## config.mk

```make
export PLATFORM = sky130hd
export DESIGN_NAME = proximity_vector_obstacle_avoider_core
export DESIGN_NICKNAME = d
export VERILOG_FILES = /design/src/rtl/pvoa_pkg.sv /design/src/rtl/pvoa_cordic.sv /design/src/rtl/proximity_vector_obstacle_avoider_core.sv
export SDC_FILE = /design/constraint.sdc
export NUM_CORES = 2
export LEC_CHECK = 0
export BUFFER_PORTS_ARGS = -buffer_cell sky130_fd_sc_hd__buf_2
export CAP_MARGIN = 20
export CORE_MARGIN = 5
export CORE_UTILIZATION = 30
export DETAILED_ROUTE_END_ITERATION = 10
export HOLD_SLACK_MARGIN = 0.05
export PLACE_DENSITY = 0.43
export SYNTH_ARGS = -nofsm -noshare
export SYNTH_HDL_FRONTEND = slang
export SYNTH_SLANG_ARGS = --single-unit
export TNS_END_PERCENT = 20
```

## constraint.sdc

```tcl
create_clock -name clk -period 29.8 [get_ports clk]
set_input_delay 1.49 -clock clk [delete_from_list [all_inputs] [get_ports clk]]
set_output_delay 1.49 -clock clk [all_outputs]
set_load 0.01 [all_outputs]
```

## src/rtl/pvoa_pkg.sv

```systemverilog
// shared types, widths and the arctangent table for the proximity vector avoider
package pvoa_pkg;

  localparam int XY_W     = 36;
  localparam int Z_W      = 34;
  localparam int SUM_W    = 20;
  localparam int MUL_A_W  = 36;
  localparam int MUL_B_W  = 20;
  localparam int MUL_P_W  = MUL_A_W + MUL_B_W;
  localparam int MAG_W    = 36;
  localparam int ATAN_IDX_W = 5;
  localparam int ANG_W    = 17;

  localparam logic [1:0] REG_CONE_HALF_WIDTH = 2'd0;
  localparam logic [1:0] REG_NEAR_THRESHOLD  = 2'd1;
  localparam logic [1:0] REG_WHEEL_SPEED     = 2'd2;

  localparam logic [14:0] CONE_RESET  = 15'd1820;
  localparam logic [13:0] THR_RESET   = 14'd2048;
  localparam logic [15:0] SPEED_RESET = 16'd250;

  localparam logic signed [MUL_B_W-1:0] GAIN_INV = 20'sd39797;

  typedef enum logic [3:0] {
    S_IDLE,
    S_ROT,
    S_GAINX,
    S_GAINY,
    S_ACC,
    S_VEC,
    S_VWAIT,
    S_SQX,
    S_SQY,
    S_LIM,
    S_LIMSQ,
    S_DECIDE
  } state_t;

  typedef struct packed {
    logic start;
    logic vectoring;
  } cordic_ctl_t;

  function automatic logic [31:0] atan_lookup(input logic [ATAN_IDX_W-1:0] idx);
    logic [31:0] v;
    case (idx)
      5'd0:    v = 32'h20000000;
      5'd1:    v = 32'h12E4051E;
      5'd2:    v = 32'h09FB385B;
      5'd3:    v = 32'h051111D4;
      5'd4:    v = 32'h028B0D43;
      5'd5:    v = 32'h0145D7E1;
      5'd6:    v = 32'h00A2F61E;
      5'd7:    v = 32'h00517C55;
      5'd8:    v = 32'h0028BE53;
      5'd9:    v = 32'h00145F2F;
      5'd10:   v = 32'h000A2F98;
      5'd11:   v = 32'h000517CC;
      5'd12:   v = 32'h00028BE6;
      5'd13:   v = 32'h000145F3;
      5'd14:   v = 32'h0000A2FA;
      5'd15:   v = 32'h0000517D;
      5'd16:   v = 32'h000028BE;
      5'd17:   v = 32'h0000145F;
      5'd18:   v = 32'h00000A30;
      5'd19:   v = 32'h00000518;
      5'd20:   v = 32'h0000028C;
      5'd21:   v = 32'h00000146;
      5'd22:   v = 32'h000000A3;
      5'd23:   v = 32'h00000051;
      default: v = 32'h00000000;
    endcase
    return v;
  endfunction

endpackage

```

## src/rtl/pvoa_cordic.sv

```systemverilog
// iterative cordic, one micro-rotation per cycle, rotation or vectoring mode
module pvoa_cordic
  import pvoa_pkg::*;
#(
  parameter int STEPS = 16
) (
  input  logic                    clk,
  input  logic                    rst_n,
  input  cordic_ctl_t             ctl,
  input  logic signed [XY_W-1:0]  x_init,
  input  logic signed [XY_W-1:0]  y_init,
  input  logic signed [Z_W-1:0]   z_init,
  output logic                    done,
  output logic signed [XY_W-1:0]  x_out,
  output logic signed [XY_W-1:0]  y_out,
  output logic signed [Z_W-1:0]   z_out
);

  localparam int IDX_W = (STEPS > 1) ? $clog2(STEPS) : 1;

  logic                   busy_r;
  logic                   done_r;
  logic                   vec_r;
  logic [IDX_W-1:0]       idx_r;
  logic signed [XY_W-1:0] x_r;
  logic signed [XY_W-1:0] y_r;
  logic signed [Z_W-1:0]  z_r;

  logic signed [XY_W-1:0] dx;
  logic signed [XY_W-1:0] dy;
  logic signed [Z_W-1:0]  dz;
  logic                   dir_neg;

  always_comb begin
    dx = y_r >>> idx_r;
    dy = x_r >>> idx_r;
    dz = $signed(Z_W'(atan_lookup(ATAN_IDX_W'(idx_r))));
    dir_neg = vec_r ? (y_r <= 0) : (z_r >= 0);
  end

  always_ff @(posedge clk) begin
    if (!rst_n) begin
      busy_r <= 1'b0;
      done_r <= 1'b0;
      idx_r  <= '0;
    end else begin
      done_r <= 1'b0;
      if (ctl.start) begin
        busy_r <= 1'b1;
        idx_r  <= '0;
      end else if (busy_r) begin
        idx_r <= idx_r + 1'b1;
        if (idx_r == IDX_W'(STEPS - 1)) begin
          busy_r <= 1'b0;
          done_r <= 1'b1;
        end
      end
    end
  end

  always_ff @(posedge clk) begin
    if (ctl.start) begin
      vec_r <= ctl.vectoring;
      x_r   <= x_init;
      y_r   <= y_init;
      z_r   <= z_init;
    end else if (busy_r) begin
      if (dir_neg) begin
        x_r <= x_r - dx;
        y_r <= y_r + dy;
        z_r <= z_r - dz;
      end else begin
        x_r <= x_r + dx;
        y_r <= y_r - dy;
        z_r <= z_r + dz;
      end
    end
  end

  assign done  = done_r;
  assign x_out = x_r;
  assign y_out = y_r;
  assign z_out = z_r;

endmodule

```

## src/rtl/proximity_vector_obstacle_avoider_core.sv

```systemverilog
// Proximity readings arrive one transaction at a time; each is rotated into x/y by
// an iterative CORDIC and scaled by the gain inverse on one shared multiplier, and
// in_tready stays low at least until the reading is added to the sum. A reading with
// tlast adds a second CORDIC pass in vectoring mode for the bearing of the sum plus
// four multiplier steps for the length test; the vectoring pass is skipped when the
// sum is zero. Readings beyond MAX_READINGS in one control step are ignored apart
// from their tlast. The result waits in an output register, and the next reading is
// taken while it is pending; a later decision holds in its last step until that
// result has been taken.
module proximity_vector_obstacle_avoider_core
  import pvoa_pkg::*;
#(
  parameter int MAX_READINGS = 8,
  parameter int CORDIC_STEPS = 16
) (
  input  logic        clk,
  input  logic        rst_n,
  input  logic        in_tvalid,
  output logic        in_tready,
  input  logic [31:0] in_tdata,   // prox_value[11:0], sensor_bearing[27:12], zero pad
  input  logic        in_tlast,
  output logic        out_tvalid,
  input  logic        out_tready,
  output logic [31:0] out_tdata,  // left_speed[15:0], right_speed[31:16]
  output logic        out_tuser,  // going_straight
  input  logic        cfg_we,
  input  logic [1:0]  cfg_addr,
  input  logic [15:0] cfg_wdata
);

  localparam int CNT_W = $clog2(MAX_READINGS + 1);

  state_t state_r, state_nxt;

  logic [14:0] cone_r;
  logic [13:0] thr_r;
  logic [15:0] speed_r;

  logic signed [SUM_W-1:0] sum_x_r;
  logic signed [SUM_W-1:0] sum_y_r;
  logic [CNT_W-1:0]        count_r;
  logic                    last_r;
  logic                    flip_r;
  logic signed [SUM_W-1:0] px_r;
  logic signed [MUL_P_W-1:0] mul_r;
  logic [MAG_W-1:0]        mag_r;
  logic signed [ANG_W-1:0] ang_r;

  logic        out_valid_r;
  logic [31:0] out_data_r;
  logic        out_user_r;

  cordic_ctl_t            cor_ctl;
  logic signed [XY_W-1:0] cor_x_init;
  logic signed [XY_W-1:0] cor_y_init;
  logic signed [Z_W-1:0]  cor_z_init;
  logic                   cor_done;
  logic signed [XY_W-1:0] cor_x;
  logic signed [XY_W-1:0] cor_y;
  logic signed [Z_W-1:0]  cor_z;

  logic signed [MUL_A_W-1:0] mul_a;
  logic signed [MUL_B_W-1:0] mul_b;

  logic                    in_fire;
  logic                    room;
  logic                    out_free;
  logic [11:0]             in_prox;
  logic signed [16:0]      bear17;
  logic signed [16:0]      bear_fold;
  logic                    bear_flip;
  logic                    sum_zero;
  logic signed [Z_W-1:0]   z_round;
  logic [15:0]             ang_u;
  logic signed [ANG_W-1:0] ang_calc;
  logic signed [ANG_W-1:0] alpha;
  logic                    in_cone;
  logic                    near_ok;
  logic                    straight;
  logic                    positive;
  logic signed [SUM_W-1:0] lim;

  pvoa_cordic #(
    .STEPS(CORDIC_STEPS)
  ) u_cordic (
    .clk    (clk),
    .rst_n  (rst_n),
    .ctl    (cor_ctl),
    .x_init (cor_x_init),
    .y_init (cor_y_init),
    .z_init (cor_z_init),
    .done   (cor_done),
    .x_out  (cor_x),
    .y_out  (cor_y),
    .z_out  (cor_z)
  );

  function automatic logic signed [SUM_W-1:0] gain_round(input logic signed [MUL_P_W-1:0] p);
    logic signed [MUL_P_W:0] t;
    t = (MUL_P_W + 1)'(p) + $signed((MUL_P_W + 1)'(33'h080000000));
    return t[SUM_W+31:32];
  endfunction

  // fold bearing into plus or minus a quarter turn
  always_comb begin
    in_prox   = in_tdata[11:0];
    bear17    = $signed({in_tdata[27], in_tdata[27:12]});
    bear_fold = bear17;
    bear_flip = 1'b0;
    if (bear17 > 17'sd16384) begin
      bear_fold = bear17 - 17'sd32768;
      bear_flip = 1'b1;
    end else if (bear17 < -17'sd16384) begin
      bear_fold = bear17 + 17'sd32768;
      bear_flip = 1'b1;
    end
  end

  always_comb begin
    sum_zero = (sum_x_r == '0) && (sum_y_r == '0);
    z_round  = cor_z + $signed(Z_W'(32768));
    ang_u    = z_round[31:16];
    ang_calc = $signed({ang_u[15], ang_u});
    if (ang_u == 16'h8000 && !sum_y_r[SUM_W-1]) begin
      ang_calc = 17'sd32768;
    end
    alpha    = $signed({2'b00, cone_r});
    in_cone  = (ang_r >= -alpha) && (ang_r <= alpha);
    near_ok  = ({2'b00, mag_r, 2'b00} < 40'(mul_r[39:0]));
    straight = in_cone && near_ok;
    positive = (sum_y_r > 0) || ((sum_y_r == 0) && (sum_x_r < 0));
    lim      = mul_r[SUM_W-1:0];
  end

  always_comb begin
    room     = (count_r < CNT_W'(MAX_READINGS));
    out_free = !out_valid_r || out_tready;
    in_tready = (state_r == S_IDLE);
    in_fire  = in_tvalid && in_tready;

    state_nxt     = state_r;
    cor_ctl.start = 1'b0;
    cor_ctl.vectoring = 1'b0;
    cor_x_init = $signed(XY_W'({in_prox, 16'h0000}));
    cor_y_init = '0;
    cor_z_init = $signed({bear_fold[16], bear_fold, 16'h0000});
    mul_a = '0;
    mul_b = '0;

    unique case (state_r)
      S_IDLE: begin
        if (in_fire) begin
          if (room) begin
            cor_ctl.start = 1'b1;
            state_nxt = S_ROT;
          end else if (in_tlast) begin
            state_nxt = S_VEC;
          end
        end
      end
      S_ROT: begin
        if (cor_done) begin
          state_nxt = S_GAINX;
        end
      end
      S_GAINX: begin
        mul_a = flip_r ? -cor_x : cor_x;
        mul_b = GAIN_INV;
        state_nxt = S_GAINY;
      end
      S_GAINY: begin
        mul_a = flip_r ? -cor_y : cor_y;
        mul_b = GAIN_INV;
        state_nxt = S_ACC;
      end
      S_ACC: begin
        state_nxt = last_r ? S_VEC : S_IDLE;
      end
      S_VEC: begin
        cor_ctl.vectoring = 1'b1;
        if (sum_x_r < 0) begin
          cor_x_init = -$signed({sum_x_r, 16'h0000});
          cor_y_init = -$signed({sum_y_r, 16'h0000});
          cor_z_init = $signed(Z_W'(33'h080000000));
        end else begin
          cor_x_init = $signed({sum_x_r, 16'h0000});
          cor_y_init = $signed({sum_y_r, 16'h0000});
          cor_z_init = '0;
        end
        if (sum_zero) begin
          state_nxt = S_SQX;
        end else begin
          cor_ctl.start = 1'b1;
          state_nxt = S_VWAIT;
        end
      end
      S_VWAIT: begin
        if (cor_done) begin
          state_nxt = S_SQX;
        end
      end
      S_SQX: begin
        mul_a = MUL_A_W'(sum_x_r);
        mul_b = sum_x_r;
        state_nxt = S_SQY;
      end
      S_SQY: begin
        mul_a = MUL_A_W'(sum_y_r);
        mul_b = sum_y_r;
        state_nxt = S_LIM;
      end
      S_LIM: begin
        mul_a = $signed(MUL_A_W'(thr_r));
        mul_b = $signed(MUL_B_W'(count_r));
        state_nxt = S_LIMSQ;
      end
      S_LIMSQ: begin
        mul_a = MUL_A_W'(lim);
        mul_b = lim;
        state_nxt = S_DECIDE;
      end
      S_DECIDE: begin
        if (out_free) begin
          state_nxt = S_IDLE;
        end
      end
      default: state_nxt = S_IDLE;
    endcase
  end

  always_ff @(posedge clk) begin
    if (!rst_n) begin
      state_r <= S_IDLE;
    end else begin
      state_r <= state_nxt;
    end
  end

  // configuration registers
  always_ff @(posedge clk) begin
    if (!rst_n) begin
      cone_r  <= CONE_RESET;
      thr_r   <= THR_RESET;
      speed_r <= SPEED_RESET;
    end else if (cfg_we) begin
      unique case (cfg_addr)
        REG_CONE_HALF_WIDTH: cone_r  <= cfg_wdata[14:0];
        REG_NEAR_THRESHOLD:  thr_r   <= cfg_wdata[13:0];
        REG_WHEEL_SPEED:     speed_r <= cfg_wdata;
        default: ;
      endcase
    end
  end

  // vector sum and reading count
  always_ff @(posedge clk) begin
    if (!rst_n) begin
      sum_x_r <= '0;
      sum_y_r <= '0;
      count_r <= '0;
    end else if (state_r == S_ACC) begin
      sum_x_r <= sum_x_r + px_r;
      sum_y_r <= sum_y_r + gain_round(mul_r);
      count_r <= count_r + 1'b1;
    end else if (state_r == S_DECIDE && out_free) begin
      sum_x_r <= '0;
      sum_y_r <= '0;
      count_r <= '0;
    end
  end

  // datapath registers
  always_ff @(posedge clk) begin
    if (state_r != S_DECIDE) begin
      mul_r <= mul_a * mul_b;
    end
    if (in_fire) begin
      last_r <= in_tlast;
      flip_r <= bear_flip;
    end
    if (state_r == S_GAINY) begin
      px_r <= gain_round(mul_r);
    end
    if (state_r == S_VEC) begin
      ang_r <= '0;
    end else if (state_r == S_VWAIT && cor_done) begin
      ang_r <= ang_calc;
    end
    if (state_r == S_SQY) begin
      mag_r <= mul_r[MAG_W-1:0];
    end else if (state_r == S_LIM) begin
      mag_r <= mag_r + mul_r[MAG_W-1:0];
    end
  end

  // result register
  always_ff @(posedge clk) begin
    if (!rst_n) begin
      out_valid_r <= 1'b0;
    end else if (state_r == S_DECIDE && out_free) begin
      out_valid_r <= 1'b1;
    end else if (out_tready) begin
      out_valid_r <= 1'b0;
    end
  end

  always_ff @(posedge clk) begin
    if (state_r == S_DECIDE && out_free) begin
      if (straight) begin
        out_data_r <= {speed_r, speed_r};
        out_user_r <= 1'b1;
      end else if (positive) begin
        out_data_r <= {16'h0000, speed_r};
        out_user_r <= 1'b0;
      end else begin
        out_data_r <= {speed_r, 16'h0000};
        out_user_r <= 1'b0;
      end
    end
  end

  assign out_tvalid = out_valid_r;
  assign out_tdata  = out_data_r;
  assign out_tuser  = out_user_r;

endmodule
```

# Word-level counts from Yosys, hierarchy flattened
# Memories as Yosys holds them, arrays and structs flattened. A register that Yosys moved wholly into a read port is not among the register bits.
# Index checks and enable logic that the tools add are counted.
[word_totals] out_inout_bits=35 reg_bits=367 romBits=480 memories=1 inputBits=56 word_cells=164
[mem_list] name="(no name shown)" words=16 word_bits=30 read_ports=1 rd_ports_with_merged_regs=1 wr=0 line_no="pvoa_pkg.sv:46" text="case (idx)"
[op_classes] muxes=56 mul=1 n_reduce_logical=28 add_sub_neg=20 n_eq_ne=21 order_cmp=10 shifts=2 n_bitwise=2
[ops] op="$mux W36" n=14
[ops] op="$pmux W36 S6" n=1
[ops] op="$neg A36 Y36" n=4
[ops] op="$mux W34" n=4
[ops] op="$add A36 B36 Y36" n=3
[ops] op="$pmux W20 S5" n=1
[ops] op="$mux W32" n=3
[ops] op="$sshr A36 B4 Y36" n=2
[ops] op="$sub A36 B36 Y36" n=2
[ops] op="$mux W20" n=3
[ops] op="$add A52 B33 Y52 const B" n=1
[ops] op="$mul A36 B20 Y52" n=1
[ops] op="$mux W17" n=3
[ops] op="$pmux W4 S12" n=1
[ops] op="$add A20 B20 Y20" n=2
[ops] op="$logic_not A20 Y1" n=2
[ops] op="$lt A38 B40 Y1" n=1
[ops] op="$mux W4" n=10
[ops] op="$le A36 B1 Y1 const B" n=1
[ops] op="$add A34 B33 Y34" n=1
[ops] op="$ge A34 B1 Y1 const B" n=1
[ops] op="$sub A34 B33 Y34" n=1
[ops] op="$add A32 B17 Y32 const B" n=1
[ops] op="$logic_not A32 Y1" n=1
[ops] op="other kinds (36)" n=76

# Logic depth before layout (Yosys ltp)
[depth] ltp_word=6 depth_mapped=41 ltp_nobuf=39

# Modules after synthesis
# From an unflattened synthesis, not the netlist that was laid out.
[unflattened] cells_unflattened=6913 hier_area_um2=58752.6
[modules_own_cells] module="proximity_vector_obstacle_avoider_core" seq_area_each_um2=6516.2 instances=1 cells_each=4882 area_per_inst_um2=41891.4
[modules_own_cells] module="pvoa_cordic" seq_area_each_um2=3933.8 instances=1 cells_each=2031 area_per_inst_um2=16861.2

# Least setup slack after synthesis
# Ideal clock, no wire load.
[synth_timing] path_kind="reg-to-reg" start="register u_cordic.y_r[3], in the netlist u_cordic.y_out[3]" end="register mul_r[50] (data pin)" n_path_buf=0 setup_ps=264 path_slack_ps=19891 arrival_time_ps=9645 path_stages_with_launch=34 required_time_ps=29536 synth_period_minus_slack_ps=9909 path_cell_list="edfxtp_1 or3_1 or3_1 or3_1 or4_1 or4_1 o21ai_0 xor2_1 nor2_1 nor3_1 nor2_1 fa_1 inv_1 fa_1 fa_1 inv_1 fa_1 fa_1 fa_1 inv_1 fa_1 inv_1 ha_1 a21o_1 a21o_1 a221o_1 a211o_1 a221o_1 o31a_1 o221a_2 o21ai_0 nand2b_1 a221oi_1 xnor2_1"
[synth_via] elab_chain_len=4
[synth_lines] item="from (decl)" line_no="pvoa_cordic.sv:26" text="logic signed [XY_W-1:0] y_r;"
[synth_lines] item="from (signal assigned)" line_no="pvoa_cordic.sv:65" text="y_r <= y_init;"
[synth_lines] item="from (signal assigned)" line_no="pvoa_cordic.sv:70" text="y_r <= y_r + dy;"
[synth_lines] item="from (signal assigned)" line_no="pvoa_cordic.sv:74" text="y_r <= y_r - dy;"
[synth_lines] item="$neg A36 Y36" line_no="proximity_vector_obstacle_avoider_core.sv:172" text="mul_a = flip_r ? -cor_y : cor_y;"
[synth_lines] item="$mux W36 *" line_no="proximity_vector_obstacle_avoider_core.sv:172"
[synth_lines] item="$pmux W36 S6 *" line_no="proximity_vector_obstacle_avoider_core.sv:150" text="unique case (state_r)"
[synth_lines] item="$mul A36 B20 Y52 *" line_no="proximity_vector_obstacle_avoider_core.sv:275" text="mul_r <= mul_a * mul_b;"
[synth_lines] item="to (signal assigned)" line_no="proximity_vector_obstacle_avoider_core.sv:275"
[synth_lines] item="to (decl)" line_no="proximity_vector_obstacle_avoider_core.sv:45" text="logic signed [MUL_P_W-1:0] mul_r;"
# Mark *: on every way between the ends. The rest lies on a longest branch, timed or not.
# A chain may end at the register's enable or synchronous reset.

# Final worst setup path
# Ends and elaborated chain as after synthesis.

==> results.ini <==
[status]
status=completed

[setup_path]
critPathSlowestCell=nor4_1
crit_type=register to register
cp_data_arrival_time_ns=12.62
r2r-end=mul_r[50]
crit_top_cell=fa_1
cp-start-kind=register
required_ns=30.20
max_stage_delay_ns=0.88
timing.reg2reg.worst_path_depth=34
crit_fanout=7
crit_path_start=u_cordic.y_out[3]
endpoint=mul_r[50]
r2r-start=u_cordic.y_out[3]
r2r_setup_slack_ns=17.58
critPathCaptureType=register

[pwr]
sequentialPowerShare=0.198
power.internal_mw=2.985
ir_drop_v=0.00006126
switchingPower_mw=3.057
combPwrFrac=0.686
powerDensity_mw_per_mm2=96.94
leakage_nw=27.90
swShare=0.5060
power.clock.fraction=0.116

[clocking]
insertion_delay_ns=0.69
path_clk_slew_ns=0.06
cts_tree=done
cts_buffer_depth=3
numCtsBuffers=54
cts_htree_levels=2
cts.sinks=397
cts-resized-gates=0
post-cts-setup-buffers=0
cts_hold_buf=0
cts_root_buf=clkbuf_16

[detailed_routing]
drc=0
vias=45650
ant_nets=0
wl_mm=192.5
vias_per_cell=5.050
routedWlPerCell_um=21.29
drt_pre_antenna_iters=6
drt_iter0_drc=3119

[placement]
gp_congestion=0.8524
dp_hpwl_mm=151.5
dp.cells=8935
portBuffers=86
post-place-ws_ns=17.63

[finish]
drive_above_1_share=0.06832
area_growth_pct=9.103
nets=7611
utilization=0.3285
finalNonFillerCells=9041

[logic_synthesis]
synth.distinct_cells=92
yosys.area.top_type=fa_1
synth_area_mm2=0.05714
syn_avg_cell_area_um2=8.766
synthTopCellsByArea=fa_1 (24%), edfxtp_1 (13%), ha_1 (8.7%), inv_1 (6.4%), dfxtp_1 (5.2%)
synth_top_area_share=0.2372
ys_ff_latch=397
synth_edf_count=250
seq_area_frac_synth=0.1829
yosys_warnings=0
syn-instance-count=6518
ys_async_sr_fraction=0
synth_ff_type=edfxtp_1

[global_route]
grt_pass1_vias=46670
grt_pass1_wl_mm=293.5
track_usage=0.1934
antenna_found_initial=5
gr-total-overflow=0
grt_start_max_net_pins=77

[floorplan]
dieHeight_um=446.4
placementRows=160
die_x_um=446.4
initial_core_util=0.3011
io_pins=91
core_mm2=0.1898
die-area_mm2=0.1993

[timing]
timing.setup.tns_ns=0
relSlewSlack=0.2007
rsz0062_at_grt=no
setup_slack_ns=17.58
slew_violations=0
worst_pin_slew_ns=1.199
hold_viol_final=0
fin_crit_sh=0.4099
whs_ns=0.4709
max_freq_ghz=0.08187
setup_violations=0
finalClockSkew_ns=0.05696
layout_min_cycle_time_ns=12.22

[worst_hold_path]
hold_start=speed_r[0]
hp-class=register to register

[job]
cap_violations=0

## per-stage QoR
step	instance area (µm²)	power (mW)
finish	62340	6.043
global route	62330	6.586
CTS	62300	6.082
detailed placement	60400	5.344
global placement	60390	5.316
floorplan	57180	4.150
## cell type report
class | count | area (µm²)
clock buffers | 81 | 1670
well taps | 2511 | 3142
diodes | 2 | 5.005
repair buffers | 184 | 1186
clock inverters | 21 | 224.0
flip-flops and latches | 397 | 10460
inverters | 980 | 3680
fillers | 19990 | 127400
multi-input cells | 4865 | 41970
## routing by layer
| metal | vias up | wire length [µm] | GRT usage |
|---|---|---|---|
| met3 | 223 | 9845 | 0.02451 |
| met4 | 0 | 6872 | 0.06109 |
| met5 | - | 0 | 0 |
| met1 | 22780 | 86090 | 0.2622 |
| met2 | 1131 | 89690 | 0.3212 |
| li1 | 21520 | - | - |
## kinds of logic after synthesis
logic type               synth area share
AO/OA/AOI/OAI                      0.1324
XOR/XNOR                          0.07021
adder cells (fa/ha/maj)            0.3239
buffers and inverters             0.08562
flip-flops                         0.1829
multiplexers                      0.04748
other                           0.0001314
AND/OR/NAND/NOR                    0.1573
## cells in the mapped netlist, drive strengths merged, types with 12 or more instances
library cell	n
ha	396
nor3b	12
xnor2	221
mux4	65
clkbuf	240
or2	29
nor2	610
a31oi	35
buf	47
a21boi	56
or3	53
o221ai	12
nand2b	70
inv	976
edfxtp	250
a21o	133
o21bai	20
o211ai	37
o21a	48
and3	30
mux2i	78
o41ai	23
a211oi	35
o31ai	57
nand4	37
nand3	103
o22ai	30
nand2	718
and2	87
o21ai	259
or4	24
mux2	35
o221a	12
nor4	22
fa	677
xor2	237
nor2b	68
a21oi	273
a22oi	30
nor3	86
dfxtp	147
## power by group through the flow
stage	Sequential (mW)	Clock, mW	Combinational, mW
6_report	1.20	0.699	4.15
5_1_grt	1.21	0.744	4.63
4_1_cts	1.20	0.723	4.16
3_5_place_dp	1.21	0	4.14
3_3_place_gp	1.21	0	4.11
2_1_floorplan	1.02	0	3.13
## worst max-delay path, delay by kind of cell, from the launching register on
family	cells	cell delay [ns]
compound gates	7	2.02
xor+xnor	2	0.49
fa+ha+maj	8	3.89
buf+inv	4	0.20
flops	1	0.54
simple gates	13	4.79
## sequential cells by signal (all words and copies together) (netlist names), 4 cells and up
signal,count
thr_r,14
count_r,4
u_cordic.x_out,36
u_cordic.y_out,36
mag_r,36
out_tdata,32
u_cordic.z_out,34
state_r,4
mul_r,52
u_cordic.dz,30
px_r,20
speed_r,16
ang_r,17
u_cordic.idx_r,4
sum_y_r,20
sum_x_r,20
cone_r,15
## how the worst min path moves through the flow
stage,cells after the start,to,slack (ns)
4_1_cts,2,speed_r[0],0.47
5_1_grt,2,speed_r[0],0.50
3_5_place_dp,2,speed_r[0],0.47
3_3_place_gp,2,cone_r[5],0.46
6_report,2,speed_r[0],0.47
2_1_floorplan,2,thr_r[11],0.44
## placed cells by master (no fill, tap or decap), drive strengths merged, types with 65 or more instances in the layout
master	instances
edfxtp	250
nor3	86
clkbuf	81
nand2b	70
nand3	103
inv	978
buf	184
xnor2	221
mux4	65
nand2	718
a21o	133
nor2b	68
fa	677
mux2i	78
nor2	610
dfxtp	147
and2	87
a21oi	273
xor2	237
o21ai	259
ha	396
No activity file was read; power rests on OpenSTA's default activity.
